===== config.mk =====
export PLATFORM = sky130hd
export DESIGN_NAME = bmfnc_ctrl
export DESIGN_NICKNAME = d
export VERILOG_FILES = /design/src/sv/bitmap_mark_find_next_clear_top_defines.svh /design/src/sv/bmfnc_pkg.sv /design/src/sv/bmfnc_ctrl.sv
export SDC_FILE = /design/constraint.sdc
export NUM_CORES = 1
export LEC_CHECK = 0
export BUFFER_PORTS_ARGS = -buffer_cell sky130_fd_sc_hd__buf_2
export CORE_AREA = 2 2 39 41
export CTS_BUF_LIST = sky130_fd_sc_hd__clkbuf_8
export CTS_CLUSTER_SIZE = 8
export DETAILED_ROUTE_END_ITERATION = 7
export DIE_AREA = 0 0 41 43
export PLACE_DENSITY = 0.46
export REMOVE_ABC_BUFFERS = 1
export SETUP_SLACK_MARGIN = 0.3
export SKIP_LAST_GASP = 1
export SYNTH_ARGS = -nofsm -noshare
export SYNTH_HDL_FRONTEND = slang
export SYNTH_SLANG_ARGS = --single-unit

===== constraint.sdc =====
create_clock -name clk -period 2.39 [get_ports clk]
set_input_delay 0.239 -clock clk [delete_from_list [all_inputs] [get_ports clk]]
set_output_delay 0.239 -clock clk [all_outputs]
set_load 0.02 [all_outputs]

===== src/sv/bitmap_mark_find_next_clear_top_defines.svh =====
// Assertion macros for the bitmap mark / find-next-clear block.
// Used by the top level; expects clk and rst_n in scope.
`ifndef BITMAP_MARK_FIND_NEXT_CLEAR_TOP_DEFINES_SVH
`define BITMAP_MARK_FIND_NEXT_CLEAR_TOP_DEFINES_SVH

// Same-cycle implication, checked out of reset
`define BMFNC_ASSERT_SAME(label, ante, cons) \
    label: assert property (@(posedge clk) disable iff (!rst_n) (ante) |-> (cons)) \
        else $error("bitmap block check failed");

// Next-cycle implication, checked out of reset
`define BMFNC_ASSERT_NEXT(label, ante, cons) \
    label: assert property (@(posedge clk) disable iff (!rst_n) (ante) |=> (cons)) \
        else $error("bitmap block check failed");

`endif


===== src/sv/bmfnc_pkg.sv =====
// Shared types and constants for the bitmap mark / find-next-clear block.
// No dependencies.
`default_nettype none

package bmfnc_pkg;

    localparam int CAPACITY  = 4096;
    localparam int WORD_BITS = 32;
    localparam int IDX_W     = 13;
    localparam int BIT_W     = $clog2(WORD_BITS);
    localparam int NWORDS    = CAPACITY / WORD_BITS;
    localparam int ADDR_W    = $clog2(NWORDS);
    localparam int TDATA_W   = ((IDX_W + 7) / 8) * 8;

    localparam logic REQ_MARK = 1'b0;
    localparam logic REQ_FIND = 1'b1;

    localparam logic STATUS_OK  = 1'b0;
    localparam logic STATUS_ERR = 1'b1;

    typedef enum logic [2:0] {
        S_IDLE,
        S_DISPATCH,
        S_MARK,
        S_SCAN,
        S_RESULT
    } state_t;

    // Controller to datapath
    typedef struct packed {
        logic capture;   // latch the incoming request
        logic rd_first;  // read the word holding the start index
        logic rd_next;   // advance to and read the following word
        logic wr_mark;   // write the read word back with the bit set
        logic set_err;   // result: out of range
        logic set_end;   // result: start equals the count
        logic set_scan;  // result: from the current scanned word
        logic load_out;  // move the result into the output register
    } cmd_t;

    // Datapath to controller
    typedef struct packed {
        logic req_find;
        logic range_err;
        logic at_end;
        logic hit;
        logic last;
        logic out_free;
    } stat_t;

endpackage

`default_nettype wire


===== src/sv/bmfnc_ctrl.sv =====
// Controller state machine: sequences mark and find requests through the
// datapath. Depends on bmfnc_pkg.
`default_nettype none

module bmfnc_ctrl
    import bmfnc_pkg::*;
(
    input  wire logic  clk,
    input  wire logic  rst_n,
    input  wire logic  in_valid,
    output logic       in_ready,
    input  wire stat_t stat,
    output cmd_t       cmd
);

    state_t state_reg;
    state_t state_next;

    // State register
    always_ff @(posedge clk or negedge rst_n)
    begin
        if (!rst_n)
        begin
            state_reg <= S_IDLE;
        end
        else
        begin
            state_reg <= state_next;
        end
    end

    // Next state
    always_comb
    begin
        state_next = state_reg;
        unique case (state_reg)
            S_IDLE:
            begin
                if (in_valid)
                begin
                    state_next = S_DISPATCH;
                end
            end
            S_DISPATCH:
            begin
                if (stat.range_err || (stat.req_find && stat.at_end))
                begin
                    state_next = S_RESULT;
                end
                else if (stat.req_find)
                begin
                    state_next = S_SCAN;
                end
                else
                begin
                    state_next = S_MARK;
                end
            end
            S_MARK:
            begin
                state_next = S_RESULT;
            end
            S_SCAN:
            begin
                if (stat.hit || stat.last)
                begin
                    state_next = S_RESULT;
                end
            end
            S_RESULT:
            begin
                if (stat.out_free)
                begin
                    state_next = S_IDLE;
                end
            end
            default:
            begin
                state_next = S_IDLE;
            end
        endcase
    end

    // Outputs
    always_comb
    begin
        cmd      = '0;
        in_ready = 1'b0;
        unique case (state_reg)
            S_IDLE:
            begin
                in_ready    = 1'b1;
                cmd.capture = in_valid;
            end
            S_DISPATCH:
            begin
                if (stat.range_err)
                begin
                    cmd.set_err = 1'b1;
                end
                else if (stat.req_find && stat.at_end)
                begin
                    cmd.set_end = 1'b1;
                end
                else
                begin
                    cmd.rd_first = 1'b1;
                end
            end
            S_MARK:
            begin
                cmd.wr_mark = 1'b1;
            end
            S_SCAN:
            begin
                if (stat.hit || stat.last)
                begin
                    cmd.set_scan = 1'b1;
                end
                else
                begin
                    cmd.rd_next = 1'b1;
                end
            end
            S_RESULT:
            begin
                cmd.load_out = stat.out_free;
            end
            default:
            begin
                cmd = '0;
            end
        endcase
    end

endmodule

`default_nettype wire


Yosys cells after proc, flatten, opt, wreduce, memory -nomap -nowiden
Index checks and enable logic that the tools add are counted.

operators by class
  reduce and logical (&&, ||, !) cells = 5
  equality and inequality tests = 7
  multiplexer cells = 21

operators by type and width
  operator                                             number
  2-to-1 mux 1 bit                                     15
  one-hot mux 3 bit (5 select lines)                   1
  2-to-1 mux 3 bit                                     4
  equality test 3 x 2 -> 1 bit, second input constant  2
  != test 2 bit, second input constant                 3
  equality test 3 x 1 -> 1 bit, second input constant  1
  equality test 3 bit, second input constant           1
  logical NOT 3 bit                                    1
  AND reduction 3 bit                                  1
  logical OR 1 bit                                     2
  2-to-1 mux 2 bit                                     1
  logical AND 1 bit                                    1

storage, ports and cells
  logic and storage cells = 34
  register bits = 3

Logic depth before layout (Yosys ltp)
  depth in word-level cells = 4
  mapped depth = 5
  gate-level depth less buffers = 3

Least setup slack after synthesis
Ideal clock, no wire load.

  path type = register to output
  start point = register state_reg[2]
  end point = output cmd[7] (netlist bit)
  cell stages (with the launch flop) = 4
  path slack = 0.791 ns
  arrival = 1.360 ns
  buffers on the path = 1
  data required time = 2.151 ns
  cells stage by stage = dfrtp_1 buf_4 nor3_1 and2_1

RTL lines
  item                    RTL line          source
  start, declared         bmfnc_ctrl.sv:16  state_t state_reg;
  start signal, assigned  bmfnc_ctrl.sv:28  state_reg <= state_next;
  end, declared           bmfnc_ctrl.sv:13  output cmd_t cmd

==> metrics.txt <==
Sequential Area 75.1 µm²; Mapped Area 267 µm²; final wirelength 624 µm; Fmax 655 MHz; clk buf depth 2; hold_ws 332 ps; Post-synth top flop dfrtp_1; fin nets 63; Largest stage delay, worst path 470 ps; via count 299; CP Data Required Time 2150 ps; Worst Max-Slew Pin Slew 348 ps; Mean Syn Cell Area 7.61 µm²; H-Tree Depth 1; Total GRT Usage 0.0744; met2 Track Usage GR 0.0875; CTS tree done; share of layout cells above drive strength 1 0.377; Synth Instances 35; Max-slew headroom 0.768; fin crit share 0.639; antenna violations before repair 0; Post-DP HPWL 476 µm; multi-input combinational cell area 163 µm²; Final Critical Period 1530 ps; largest net degree at the start of global routing 14; worst skew pair latency 210 ps; fraction of registers with async set/reset 1.00; drt first pass iters 1; Setup Viol. Count Final 0; #FFs+latches synth 3; Synth top area share 0.282; worst path cell trace nor2_1, nand2_1, nor3_1, buf_2; Fin. Hold Viols 0; TNS Setup 0 ps; Via density 4.33; initial DRC count 0; static leakage 0.204 nW; Seq/Total Area, Yosys 0.282; Sink Count 3; grt met3 use 0.0157; Ant. Diodes 0; layer with the highest usage met1; Hold Crit Class in2reg; max reg flops 3; FP Rows 14; global-route wire length before repair 869 µm; met1 usage in global routing 0.110; crit end category output port; post-synth cell types 19; Slowest cell on crit path dfrtp_1; Die ar. 1760 µm²; # fillers 160; Reg clk slew, reported paths 30 ps; vias in the first global route 206; CTS Buf Count 3; clock skew 1.17 ps; Crit Path Max Fanout 11; Die Wd 41 µm; Ports 18; crit path launch type flop; PwrDens 990 nW/µm²; EDFF count, synth 0; Ys Warns 0; ranking of synthesized cells by area dfrtp_1 (28%), nor3b_1 (8.5%), nor3_1 (7.5%); Initial Utilization 0.193; DRC 0; grt ovf 0; arrival time at the worst endpoint 1290 ps; core footprint 1380 µm²; Final Max Slew Viols 0; maximum vdd drop 0.260 mV; Synth area leader dfrtp_1; maxcap violations 0; run status completed; CP Class reg2out; RSZ-0062 raised after global routing false; DIE HEIGHT 43 µm; Port Buffer Count 17; GP Congestion 0.689; CTS root buf clkbuf_8; drt wl/cell 9.04 µm; Area Growth Syn to Fin 50.7%; Final ANT Viol Nets 0
[synth_stat cells, types with 2 or more instances]
library cell  instances
buf_2                 2
nand3b_1              2
a21oi_1               2
nand2_1               2
nor3b_1               3
nor2_1                4
dfrtp_1               3
buf_4                 2
nand3_1               2
nor3_1                4
[metrics by stage]
stage	utilization	setup WS [ps]	instance area (µm²)	total power, W	std cells
3_3_place_gp	0.250	1110	347	0.000256	64
6_report	0.290	862	402	0.000398	69
2_1_floorplan	-	805	241	0.000201	31
5_1_grt	0.290	734	402	0.000426	69
4_1_cts	0.290	868	402	0.000401	69
3_5_place_dp	0.250	1100	347	0.000256	64
[where the power goes]
group,switching (W),internal (W)
sequential,0.0000419,0.0000665
clock,0.0000327,0.000109
combinational,0.0000835,0.0000639
total,0.000158,0.000240
[logic make-up after synthesis]
| kind of cell | share of synthesized area |
|---|---|
| AOI/OAI and AO/OA | 0.150 |
| buffers and inverters | 0.108 |
| DFF | 0.282 |
| and+or+nand+nor | 0.460 |
[layout make-up]
class	instances	share of cell area
clock inverters	1	0.00935
repair buffers	18	0.237
clock buffers	3	0.103
multi-input cells	27	0.405
inverters	1	0.00935
flip-flops and latches	3	0.187
well taps	16	0.0498
[path summary, 6_finish.rpt]
kind | startpoint | depth (start not counted) | slack [ps] | to
setup / recovery | state_reg[1] | 4 | 860 | cmd[2]
hold / removal | stat[0] | 3 | 330 | state_reg[2]
setup reg to reg | state_reg[0] | 2 | 1170 | state_reg[2]
hold reg to reg | state_reg[2] | 1 | 580 | state_reg[0]
max in group asynchronous | rst_n | 2 | 1940 | state_reg[2]
min in group asynchronous | rst_n | 2 | 350 | state_reg[0]
[layout by cell type, fill, tap and decap left out, drive strengths merged]
cell type and instances:
nand2 2, clkbuf 3, nor3b 3, nand3b 2, a21oi 2, a31oi 1
nor4bb 1, nand3 2, and2 1, a211o 1, nor3 4, a21o 1
a211oi 1, dfrtp 3, buf 17, or4b 1, and3 1, nor2 4
inv 2, dlygate4sd3 1
[worst max-delay path, delay by kind of cell, from the launching register on]
family / cells / cell delay [ps]
flops: 1 / 470
simple gates: 3 / 410
buf+inv: 1 / 180
[timing repair]
item / CTS / global route
endpoints found under the hold margin: 3 / 0
buffers inserted: 0 / 0
gates resized for setup: 0 / 0
hold buffers: 1 / 0
[routing by layer]
layer  up-vias  routed length, µm
li1        161                  -
met1       120                303
met2        16                229
met3         2                 75
met4         0                 16
met5         -                  0
Note: power is estimated with default switching activity, not from simulation.
